--- config.mk ---
export PLATFORM = sky130hd
export DESIGN_NAME = stereo_boxcar_average
export DESIGN_NICKNAME = d
export VERILOG_FILES = /design/src/rtl/sba_pkg.sv /design/src/rtl/sba_hist_mem.sv /design/src/rtl/sba_datapath.sv /design/src/rtl/stereo_boxcar_average.sv
export VERILOG_INCLUDE_DIRS = /design/src /design/src/rtl
export SDC_FILE = /design/constraint.sdc
export NUM_CORES = 2
export LEC_CHECK = 0
export BUFFER_PORTS_ARGS = -buffer_cell sky130_fd_sc_hd__buf_4
export CAP_MARGIN = 30
export CORE_MARGIN = 2
export CORE_UTILIZATION = 55
export DETAILED_ROUTE_END_ITERATION = 12
export GPL_TIMING_DRIVEN = 0
export PLACE_DENSITY_LB_ADDON = 0.1
export SLEW_MARGIN = 10
export SYNTH_ARGS = -nofsm -noshare
export SYNTH_HDL_FRONTEND = slang
export SYNTH_SLANG_ARGS = --single-unit
--- constraint.sdc ---
create_clock -name clk_i -period 10.3 [get_ports clk_i]
set_input_delay 2.06 -clock clk_i [delete_from_list [all_inputs] [get_ports clk_i]]
set_output_delay 2.06 -clock clk_i [all_outputs]
set_load 0.01 [all_outputs]
--- src/rtl/stereo_boxcar_average_assert.svh ---
// assertion helpers for the stereo boxcar average block
`ifndef STEREO_BOXCAR_AVERAGE_ASSERT_SVH
`define STEREO_BOXCAR_AVERAGE_ASSERT_SVH

// same-cycle implication, checked outside reset
`define SBA_ASSERT_IMPLIES(lbl, ante, cons, msg) \
  lbl: assert property (@(posedge clk_i) disable iff (!rst_ni) (ante) |-> (cons)) \
    else $error(msg);

// next-cycle implication, checked outside reset
`define SBA_ASSERT_NEXT(lbl, ante, cons, msg) \
  lbl: assert property (@(posedge clk_i) disable iff (!rst_ni) (ante) |=> (cons)) \
    else $error(msg);

`endif

--- src/rtl/sba_pkg.sv ---
`timescale 1ns / 1ps
`default_nettype none

package sba_pkg;

  localparam int unsigned SAMPLE_W = 24;
  localparam int unsigned WIN_W    = 6;
  localparam int unsigned RCP_W    = 17;
  localparam int unsigned CFG_IDX_W = 2;

  // register indexes on the config port
  localparam logic [CFG_IDX_W-1:0] REG_WINDOW = 2'd0;
  localparam logic [CFG_IDX_W-1:0] REG_RCP    = 2'd1;

  localparam logic [WIN_W-1:0] WINDOW_RESET = 6'd1;
  localparam logic [RCP_W-1:0] RCP_RESET    = 17'h10000;

  // control from the sequencer to the datapath
  typedef struct packed {
    logic clear;      // start a new sum
    logic acc_en;     // add the history word read last cycle
    logic mul_right;  // multiplier takes the right sum
    logic mul_en;     // register a product
    logic sat_left;   // product in the register belongs to the left channel
    logic sat_right;  // product in the register belongs to the right channel
  } sba_ctl_t;

endpackage

`default_nettype wire

--- src/rtl/sba_hist_mem.sv ---
`timescale 1ns / 1ps
`default_nettype none

module sba_hist_mem
  import sba_pkg::*;
#(
  parameter int unsigned DEPTH = 64,
  parameter int unsigned AW    = 6
) (
  input  logic                    clk_i,
  input  logic                    we_i,
  input  logic [AW-1:0]           waddr_i,
  input  logic [2*SAMPLE_W-1:0]   wdata_i,
  input  logic                    re_i,
  input  logic [AW-1:0]           raddr_i,
  output logic [2*SAMPLE_W-1:0]   rdata_o
);

  logic [2*SAMPLE_W-1:0] mem_q [DEPTH];
  logic [2*SAMPLE_W-1:0] rdata_q;

  always_ff @(posedge clk_i) begin
    if (we_i) begin
      mem_q[waddr_i] <= wdata_i;
    end
  end

  always_ff @(posedge clk_i) begin
    if (re_i) begin
      rdata_q <= mem_q[raddr_i];
    end
  end

  assign rdata_o = rdata_q;

endmodule

`default_nettype wire

--- src/rtl/sba_datapath.sv ---
`timescale 1ns / 1ps
`default_nettype none

module sba_datapath
  import sba_pkg::*;
#(
  parameter int unsigned SW = 30
) (
  input  logic                       clk_i,
  input  sba_ctl_t                   ctl_i,
  input  logic [2*SAMPLE_W-1:0]      rdata_i,
  input  logic [RCP_W-1:0]           rcp_i,
  output logic signed [SAMPLE_W-1:0] res_left_o,
  output logic signed [SAMPLE_W-1:0] res_right_o
);

  localparam int unsigned PW = SW + RCP_W + 1;
  localparam int unsigned QW = PW - 16;

  logic signed [SW-1:0]       acc_l_q, acc_r_q;
  logic signed [SW-1:0]       mul_a;
  logic signed [RCP_W:0]      mul_b;
  logic signed [PW-1:0]       prod_q;
  logic signed [QW-1:0]       quo;
  logic [QW-1-(SAMPLE_W-1):0] quo_hi;
  logic signed [SAMPLE_W-1:0] sat;
  logic signed [SAMPLE_W-1:0] res_l_q, res_r_q;

  // two accumulator lanes, one per channel
  always_ff @(posedge clk_i) begin
    if (ctl_i.clear) begin
      acc_l_q <= '0;
      acc_r_q <= '0;
    end else if (ctl_i.acc_en) begin
      acc_l_q <= acc_l_q + SW'($signed(rdata_i[SAMPLE_W-1:0]));
      acc_r_q <= acc_r_q + SW'($signed(rdata_i[2*SAMPLE_W-1:SAMPLE_W]));
    end
  end

  // one multiplier shared by both channels
  assign mul_a = ctl_i.mul_right ? acc_r_q : acc_l_q;
  assign mul_b = $signed({1'b0, rcp_i});

  always_ff @(posedge clk_i) begin
    if (ctl_i.mul_en) begin
      prod_q <= PW'(mul_a) * PW'(mul_b);
    end
  end

  // arithmetic shift is floor rounding, then clamp to 24 bits
  assign quo    = prod_q[PW-1:16];
  assign quo_hi = quo[QW-1:SAMPLE_W-1];

  always_comb begin
    if (quo_hi == '0 || quo_hi == '1) begin
      sat = quo[SAMPLE_W-1:0];
    end else if (quo[QW-1]) begin
      sat = {1'b1, {(SAMPLE_W-1){1'b0}}};
    end else begin
      sat = {1'b0, {(SAMPLE_W-1){1'b1}}};
    end
  end

  always_ff @(posedge clk_i) begin
    if (ctl_i.sat_left) begin
      res_l_q <= sat;
    end
    if (ctl_i.sat_right) begin
      res_r_q <= sat;
    end
  end

  assign res_left_o  = res_l_q;
  assign res_right_o = res_r_q;

endmodule

`default_nettype wire

--- src/rtl/stereo_boxcar_average.sv ---
// sequence: accept, history write, sum of the window (clamped to HISTORY_DEPTH - 2),
//   scale and saturate per channel; bypass (window of 0 or 1) passes the sample
// flow: one item at a time, the next taken once its result is registered, which
//   waits on m_axis_tready; the history walk reads one stereo word per cycle
//   from the single read port of the history memory
// reset: async active low; history reads as zero until written (fill count),
//   window 1 (bypass), weight 1.0, write position zero; no clearing pass
`timescale 1ns / 1ps
`default_nettype none

module stereo_boxcar_average
  import sba_pkg::*;
#(
  parameter int unsigned HISTORY_DEPTH = 64
) (
  input  logic                   clk_i,
  input  logic                   rst_ni,
  // config write port
  input  logic                   cfg_we_i,
  input  logic [CFG_IDX_W-1:0]   cfg_idx_i,
  input  logic [RCP_W-1:0]       cfg_data_i,
  // input items
  input  logic                   s_axis_tvalid,
  output logic                   s_axis_tready,
  input  logic [2*SAMPLE_W-1:0]  s_axis_tdata,  // sample_left, sample_right
  // result items
  output logic                   m_axis_tvalid,
  input  logic                   m_axis_tready,
  output logic [2*SAMPLE_W-1:0]  m_axis_tdata   // average_left, average_right
);

  localparam int unsigned AW   = $clog2(HISTORY_DEPTH);
  localparam int unsigned FW   = AW + 1;
  localparam int unsigned CNTW = (FW > WIN_W) ? FW : WIN_W;
  localparam int unsigned SW   = SAMPLE_W + AW;

  localparam logic [CNTW-1:0] WIN_MAX  = CNTW'(HISTORY_DEPTH - 2);
  localparam logic [AW-1:0]   LAST_POS = AW'(HISTORY_DEPTH - 1);
  localparam logic [FW-1:0]   FILL_MAX = FW'(HISTORY_DEPTH);

  // sequencer states
  localparam logic [2:0] S_IDLE  = 3'd0;
  localparam logic [2:0] S_WRITE = 3'd1;
  localparam logic [2:0] S_SUM   = 3'd2;
  localparam logic [2:0] S_DRAIN = 3'd3;
  localparam logic [2:0] S_MUL_L = 3'd4;
  localparam logic [2:0] S_MUL_R = 3'd5;
  localparam logic [2:0] S_SAT_R = 3'd6;
  localparam logic [2:0] S_DONE  = 3'd7;

  logic [2:0]            state_q, state_d;
  logic [WIN_W-1:0]      window_q;
  logic [RCP_W-1:0]      rcp_q;
  logic [CNTW-1:0]       win_lim;
  logic [CNTW-1:0]       win_q;
  logic                  bypass_q;
  logic [2*SAMPLE_W-1:0] samp_q;
  logic [AW-1:0]         wp_q;
  logic [FW-1:0]         fill_q;
  logic [AW-1:0]         rd_ptr_q;
  logic [CNTW-1:0]       j_q;
  logic                  issue_q, live_q;
  logic                  out_valid_q;
  logic [2*SAMPLE_W-1:0] out_data_q;
  logic                  in_fire, out_free;
  logic [2*SAMPLE_W-1:0] rdata;
  logic signed [SAMPLE_W-1:0] res_l, res_r;
  sba_ctl_t              ctl;

  assign in_fire  = s_axis_tvalid && s_axis_tready;
  assign out_free = !out_valid_q || m_axis_tready;

  // window clamped to the history depth
  assign win_lim = (CNTW'(window_q) > WIN_MAX) ? WIN_MAX : CNTW'(window_q);

  // config registers
  always_ff @(posedge clk_i or negedge rst_ni) begin
    if (!rst_ni) begin
      window_q <= WINDOW_RESET;
      rcp_q    <= RCP_RESET;
    end else if (cfg_we_i) begin
      unique case (cfg_idx_i)
        REG_WINDOW: window_q <= cfg_data_i[WIN_W-1:0];
        REG_RCP:    rcp_q    <= cfg_data_i;
        default: ;
      endcase
    end
  end

  // next state
  always_comb begin
    state_d = state_q;
    unique case (state_q)
      S_IDLE: begin
        if (in_fire) begin
          state_d = (win_lim <= CNTW'(1)) ? S_DONE : S_WRITE;
        end
      end
      S_WRITE: state_d = S_SUM;
      S_SUM: begin
        if (j_q == win_q - CNTW'(1)) begin
          state_d = S_DRAIN;
        end
      end
      S_DRAIN: state_d = S_MUL_L;
      S_MUL_L: state_d = S_MUL_R;
      S_MUL_R: state_d = S_SAT_R;
      S_SAT_R: state_d = S_DONE;
      S_DONE: begin
        if (out_free) begin
          state_d = S_IDLE;
        end
      end
      default: state_d = S_IDLE;
    endcase
  end

  // control registers
  always_ff @(posedge clk_i or negedge rst_ni) begin
    if (!rst_ni) begin
      state_q     <= S_IDLE;
      wp_q        <= '0;
      fill_q      <= '0;
      rd_ptr_q    <= '0;
      j_q         <= '0;
      issue_q     <= 1'b0;
      live_q      <= 1'b0;
      win_q       <= '0;
      bypass_q    <= 1'b0;
      out_valid_q <= 1'b0;
    end else begin
      state_q <= state_d;
      issue_q <= (state_q == S_SUM);
      if (in_fire) begin
        win_q    <= win_lim;
        bypass_q <= (win_lim <= CNTW'(1));
      end
      if (state_q == S_WRITE) begin
        // newest entry goes in first, the walk starts on it
        rd_ptr_q <= wp_q;
        j_q      <= '0;
        wp_q     <= (wp_q == LAST_POS) ? '0 : wp_q + AW'(1);
        if (fill_q != FILL_MAX) begin
          fill_q <= fill_q + FW'(1);
        end
      end
      if (state_q == S_SUM) begin
        // entries never written since reset count as zero
        live_q   <= (FW'(rd_ptr_q) < fill_q);
        rd_ptr_q <= (rd_ptr_q == '0) ? LAST_POS : rd_ptr_q - AW'(1);
        j_q      <= j_q + CNTW'(1);
      end
      if (state_q == S_DONE && out_free) begin
        out_valid_q <= 1'b1;
      end else if (m_axis_tready) begin
        out_valid_q <= 1'b0;
      end
    end
  end

  // payload registers
  always_ff @(posedge clk_i) begin
    if (in_fire) begin
      samp_q <= s_axis_tdata;
    end
    if (state_q == S_DONE && out_free) begin
      out_data_q <= bypass_q ? samp_q : {res_r, res_l};
    end
  end

  assign ctl.clear     = (state_q == S_WRITE);
  assign ctl.acc_en    = issue_q && live_q;
  assign ctl.mul_right = (state_q == S_MUL_R);
  assign ctl.mul_en    = (state_q == S_MUL_L) || (state_q == S_MUL_R);
  assign ctl.sat_left  = (state_q == S_MUL_R);
  assign ctl.sat_right = (state_q == S_SAT_R);

  sba_hist_mem #(
    .DEPTH (HISTORY_DEPTH),
    .AW    (AW)
  ) u_hist (
    .clk_i   (clk_i),
    .we_i    (state_q == S_WRITE),
    .waddr_i (wp_q),
    .wdata_i (samp_q),
    .re_i    (state_q == S_SUM),
    .raddr_i (rd_ptr_q),
    .rdata_o (rdata)
  );

  sba_datapath #(
    .SW (SW)
  ) u_dp (
    .clk_i       (clk_i),
    .ctl_i       (ctl),
    .rdata_i     (rdata),
    .rcp_i       (rcp_q),
    .res_left_o  (res_l),
    .res_right_o (res_r)
  );

  assign s_axis_tready = (state_q == S_IDLE);
  assign m_axis_tvalid = out_valid_q;
  assign m_axis_tdata  = out_data_q;

`include "stereo_boxcar_average_assert.svh"

  // fill count saturates at the depth
  `SBA_ASSERT_IMPLIES(a_fill_bound, 1'b1, fill_q <= FILL_MAX, "fill count above depth")
  // one item in flight at a time
  `SBA_ASSERT_NEXT(a_one_item, in_fire, !s_axis_tready, "accepted item while busy")
  // the walk never issues more reads than the window
  `SBA_ASSERT_IMPLIES(a_walk_len, state_q == S_SUM, j_q < win_q, "history walk overran")
  // bypass skips the history entirely
  `SBA_ASSERT_NEXT(a_bypass, in_fire && win_lim <= CNTW'(1), state_q == S_DONE,
                   "bypass item touched history")

endmodule

`default_nettype wire
# ---- Word-level counts from Yosys, hierarchy flattened
# Memory sizes are Yosys's and may differ from the RTL's. A register that Yosys moved wholly into a read port is not among the register bits.
# Index checks and enable logic that the tools add are counted.
dict set report totals {
  out_inout_bits 50
  memories 1
  ff_bits 315
  ramBits 3072
}
# memory words word_bits read_ports rd_clocked_by_memory_dff write_ports line_no
set memory_table {}
lappend memory_table {u_hist.mem_q 64 48 1 1 1 sba_hist_mem.sv:19} ;# logic [2*SAMPLE_W-1:0] mem_q [DEPTH];
dict set report op_classes {
  n_reduce_logical 17
  order_cmp 3
  eq_ne 15
  muxes 20
  n_mul 1
  n_addsub 7
}
# operator count
set ops {}
lappend ops {{$add A30 B24 Y30} 2}
lappend ops {{$mul A30 B18 Y48} 1}
lappend ops {{$mux W24} 2}
lappend ops {{$mux W48} 1}
lappend ops {{$mux W30} 1}
lappend ops {{$mux W6} 5}
lappend ops {{$pmux W3 S8} 1}
lappend ops {{$add A7 B1 Y7 const B} 2}
lappend ops {{$mux W7} 2}
lappend ops {{$eq A3 B3 Y1 const B} 4}
lappend ops {{$mux W3} 4}
lappend ops {{$eq A9 B9 Y1 const B} 1}
lappend ops {{$logic_not A9 Y1} 1}
lappend ops {{$eq A7 B7 Y1} 1}
lappend ops {{$lt A6 B7 Y1} 1}
lappend ops {{$ne A7 B7 Y1 const B} 1}
lappend ops {{$sub A7 B1 Y7 const B} 1}
lappend ops {{$add A6 B1 Y6 const B} 1}
lappend ops {{$eq A3 B2 Y1 const B} 2}
lappend ops {{$eq A6 B6 Y1 const B} 1}
lappend ops {{$gt A6 B6 Y1 const B} 1}
lappend ops {{$le A6 B1 Y1 const B} 1}
lappend ops {{$logic_not A6 Y1} 1}
lappend ops {{$reduce_and A2 Y1} 3}
lappend ops {{13 further kinds} 22}

# ---- Logic depth before layout (Yosys ltp)
dict set report logic_depth {
  ltp_word 6
  depth_mapped 31
}

# ---- Modules after synthesis
# From an unflattened synthesis, not the netlist that was laid out.
dict set report unflattened {
  cells_unflattened 8159
  hier_area_um2 149641.0
}
# mod cells_per_inst area_each_um2 seq_area_each_um2 instances
set by_module_without_submodules {}
lappend by_module_without_submodules {sba_hist_mem 4970 117597.8 93689.9 1}
lappend by_module_without_submodules {sba_datapath 2755 25515.7 3603.5 1}
lappend by_module_without_submodules {stereo_boxcar_average 434 6527.5 4436.8 1}

# ---- Least setup slack after synthesis
# OpenSTA, ideal clock, no wires.
dict set report synth_timing {
  path_kind {reg2reg}
  startpoint {register state_q[2]}
  endpoint {register u_dp.prod_q[47], data pin}
  path_buffers 2
  slack_ps 946
  required_ps 10040
  t_arrival_ps 9094
  period_less_slack_ps 9354
  path_stages_with_launch 28
  path_cell_list {dfrtp_1 nor2b_1 nand2_1 inv_1 clkbuf_1 nand2_1 nand2_1 clkbuf_1 nand2_1 fa_1 fa_1 inv_1 fa_1 fa_1 fa_1 inv_1 fa_1 inv_1 ha_1 a21o_1 a21oi_1 inv_1 a21oi_1 inv_1 a221oi_1 o21ai_1 a21oi_2 xnor2_1}
}
dict set report synth_via {
  elab_chain_cells 3
}
# item line_no
set synth_rtl {}
lappend synth_rtl {{from (decl)} stereo_boxcar_average.sv:51} ;# logic [2:0] state_q, state_d;
lappend synth_rtl {{from (signal assigned)} stereo_boxcar_average.sv:132} ;# state_q <= state_d;
lappend synth_rtl {{$eq A3 B3 Y1} stereo_boxcar_average.sv:173} ;# assign ctl.mul_right = (state_q == S_MUL_R);
lappend synth_rtl {{$mux W30} sba_datapath.sv:41} ;# assign mul_a = ctl_i.mul_right ? acc_r_q : acc_l_q;
lappend synth_rtl {{$mul A30 B18 Y48} sba_datapath.sv:46} ;# prod_q <= PW'(mul_a) * PW'(mul_b);
lappend synth_rtl {{to (signal assigned)} sba_datapath.sv:46}
lappend synth_rtl {{to (decl)} sba_datapath.sv:23} ;# logic signed [PW-1:0] prod_q;
# Every way passes these cells.
# A chain may end at the register's enable or synchronous reset.

# ---- Worst setup path in the final report
dict set report layout_timing {
  startpoint {register state_q[0]}
  endpoint {register u_dp.prod_q[43], data pin}
}
# The elaborated chain is that of the path after synthesis.

==> metrics <==
status finished clean; CTS H-Tree Depth 5; sequential area share after synthesis 67.9%; Final Critical Period 9.89 ns; Critical Path AT 10.55 ns; Post-synth EDFFs 3,296; wire length on met2 202,000 um; number of synthesized register bits 3,418; Post-Synthesis Cells 7,850; fin nets 9,403; area of the multi-input gates 0.0447 mm2; Pre-Repair DR Iteration Count 8; Critical Path Max Stage Delay 0.62 ns; die area 0.276 mm2; Most common cell on crit path fa_1; Flop pwr share 28.8%; wirelength, routed 438,000 um; # Max-Cap Violations 0; Hold Violations, Final 0; CP endpoint kind flip-flop; I/O Buffers 121; first-pass GRT wire length 616,000 um; total grt overflow 0; Final period util 96.1%; Slowest cell on crit path clkbuf_1; Ys Warns 0; fin worst setup slack 0.406 ns; TritonCTS clock tree yes; std cell rows 191; Pint 35,000 uW; worst hold path type reg -> reg; DR WL met3 46,800 um; clock slew at reported path FFs 0.06 ns; clock tree buffer depth 4; fraction of registers with async set/reset 1.81%; Sink Count 3,418; worst endpoint required time 10.96 ns; VDD IR max 1.02 mV; Sw Ratio 40.8%; initial drt markers 11,365; DRC Markers 0; highest routed layer met5; vias in the first global route 81,007; Clk pwr share 21.2%; share of layout cells above drive strength 1 24.2%; FILL cells 18,289; P&R area growth vs syn 16.0%; fmax 0.101 GHz; syn_area_per_cell 19.1 um2; drt via density 6.43; critical path class reg -> reg; Logic pwr share 50.0%; setup TNS 0 ns; max-slew violation count 0; DIE WIDTH 526 um; RSZ-0062 raised after global routing no; Syn Std Cell Area 0.150 mm2; Synth top area share 66.1%; Final Skew 0.0568 ns; CP Launch Type flip-flop; Static Leak 0.0595 uW; crit path buf inv count 6; CTS Root Cell clkbuf_16; Max Fanout on Critical Path 10; PwrDens 341 mW/mm2; clock latency at the later pin of the worst-skew pair 0.95 ns; Syn Nets 8,594; Hold Buf Count CTS 0; area of the core 0.271 mm2; DRT met1 WL 171,000 um; vias post-DR 80,559; area leader, netlist edfxtp_1; ANT nets after route 0; Routed WL per cell 35.0 um; switching power 24,200 uW; largest delay contributor family on the critical path adder cells; worst hold slack 0.485 ns; Main synth FF type edfxtp_1; Final GP Congestion 0.905; synth unique cells 78; Final HPWL DP 313,000 um; Worst-Margin Slew 1.09 ns; CTS Buf Count 350; initial antenna violation count 32; Synth area leaders edfxtp_1 66%, mux4_2 14%, fa_1 6.6%, inv_1 1.6%, ha_1 1.5%; largest net degree at the start of global routing 63; FF/Latch Area 0.102 mm2; final setup fails 0; total I/O pin count 122; GRT Total Usage 32.0%; Place WS 0.456 ns; initial core utilization 55.3%; die height 526 um; Worst slew margin 27.2%
[power groups by stage]
stage / sequential (uW) / clock, uW / combinational (uW)
final: 17100 / 12500 / 29600
after global routing: 17100 / 13200 / 32000
after CTS: 17100 / 12600 / 29700
after detailed placement: 17300 / 0 / 29300
after global placement: 17600 / 0 / 28700
after floorplan: 17300 / 0 / 18300
[kinds of logic (layout without fill, tap and decap cells)]
kind of cell / count (synthesis) / after routing / share of synthesized area (%)
flip-flops: 3418 / 3418 / 67.9
multiplexers: 1122 / 1122 / 15.3
AND/OR/NAND/NOR: 1066 / 1066 / 3.45
buffers and inverters: 998 / 2097 / 2.59
adder cells (fa/ha/maj): 672 / 672 / 8.08
AO/OA/AOI/OAI: 479 / 479 / 2.07
XOR/XNOR: 95 / 95 / 0.556
other: 0 / 7 / 0
[routing by layer]
layer  up-vias  global-route usage [%]
met3       830                    7.26
met1     42889                    45.8
met4        18                    11.4
met2      4727                    48.9
li1      32095                       -
met5         -                       0
[sequential cells by signal, indices dropped and copies added, names as in the netlist, 7 cells and up]
name              flops
j_q                   7
u_dp.acc_r_q         30
m_axis_tdata         48
u_hist.rdata_o       48
rcp_q                17
u_hist.mem_q       3072
u_dp.res_right_o     24
u_dp.prod_q          32
u_dp.res_left_o      24
fill_q                7
samp_q               48
u_dp.acc_l_q         30
[per-stage QoR]
step | power [uW] | std cells | utilization, % | area, um2
global placement | 46300 | 11541 | 57.3 | 155000
global route | 62300 | 12520 | 64.1 | 174000
detailed placement | 46600 | 11865 | 59.9 | 162000
CTS | 59400 | 12507 | 64.1 | 174000
finish | 59200 | 12526 | 64.2 | 174000
floorplan | 35600 | 7850 | - | 150000
[final cells by class]
| type | count | share of cell area (%) |
|---|---|---|
| clock inverters | 203 | 1.17 |
| well taps | 3570 | 2.57 |
| repair buffers | 457 | 4.42 |
| flip-flops and latches | 3418 | 58.6 |
| plain buffers | 376 | 0.895 |
| inverters | 622 | 1.35 |
| clock buffers | 439 | 5.30 |
| multi-input cells | 3434 | 25.7 |
| diodes | 7 | 0.0101 |
[synthesized netlist by cell type, types with 5 or more instances]
cell type     n
a211oi_1     17
a21o_1       58
a21oi_1     143
a31oi_1      12
and2_1      221
and3_1       14
buf_1        47
buf_2        90
clkbuf_1    235
dfrtp_1      60
dfxtp_1      60
edfxtp_1   3296
fa_1        491
ha_1        181
inv_1       620
mux2_2       84
mux2i_1     109
mux4_2      929
nand2_1     421
nand2b_1     29
nand3_1      45
nand3b_1      8
nand4_1      13
nor2_1      153
nor2b_1      99
nor3_1       31
nor4_1        9
o211ai_1      6
o21a_1       14
o21ai_0      94
o21ai_1       6
o21bai_1      8
o221ai_1     42
o22ai_1      25
o31ai_1       5
or3_1         8
xnor2_1      65
xor2_1       30
[what timing repair did]
item / 4_1_cts / 5_1_grt
setup buffers: 0 / 0
gates resized for setup: 0 / 1
hold endpoints to repair: 0 / 0
setup endpoints to repair: 0 / 2
[final timing paths]
path | from | to | slack [ns] | depth (start not counted)
min in group asynchronous | rst_ni | rcp_q[14] | 0.97 | 1
min reg2reg | u_dp.acc_r_q[24] | u_dp.acc_r_q[24] | 0.48 | 2
max reg2reg | state_q[0] | u_dp.prod_q[43] | 0.41 | 27
max in group asynchronous | rst_ni | window_q[0] | 8.69 | 2
min | u_dp.acc_r_q[24] | u_dp.acc_r_q[24] | 0.48 | 2
max | state_q[0] | u_dp.prod_q[43] | 0.41 | 27
[placed cells by master (no fill, tap or decap), types with 24 or more instances in the layout]
cell,Yosys,routed
ha_1,181,181
buf_8,0,95
clkinv_2,0,57
nand3_1,45,45
buf_16,0,99
clkbuf_16,0,352
buf_2,90,93
edfxtp_1,3296,3296
o221ai_1,42,42
nand2b_1,29,29
mux4_2,929,929
mux2_2,84,84
mux2i_1,109,104
nor2_4,0,66
inv_1,620,619
clkbuf_1,235,308
buf_6,0,24
a21oi_1,143,143
o21ai_0,94,93
nor3_1,31,31
nor2_1,153,87
bufinv_16,0,27
o22ai_1,25,25
and2_1,221,221
nor2b_1,99,98
dfrtp_1,60,60
buf_12,0,117
nand2_1,421,420
xor2_1,30,30
fa_1,491,491
buf_1,47,44
a21o_1,58,58
clkinv_1,0,70
buf_4,4,126
dfxtp_1,60,60
xnor2_1,65,65
[worst register-to-register path: cells and delay by family, from the launching register on]
kind                     cells  cell delay, ns
adder cells (fa/ha/maj)      7            3.35
AO/OA/AOI/OAI               10            2.66
buffers and inverters        6            2.07
AND/OR/NAND/NOR              4            1.18
flip-flops                   1            0.36
Power figures use the tool's default switching activity.
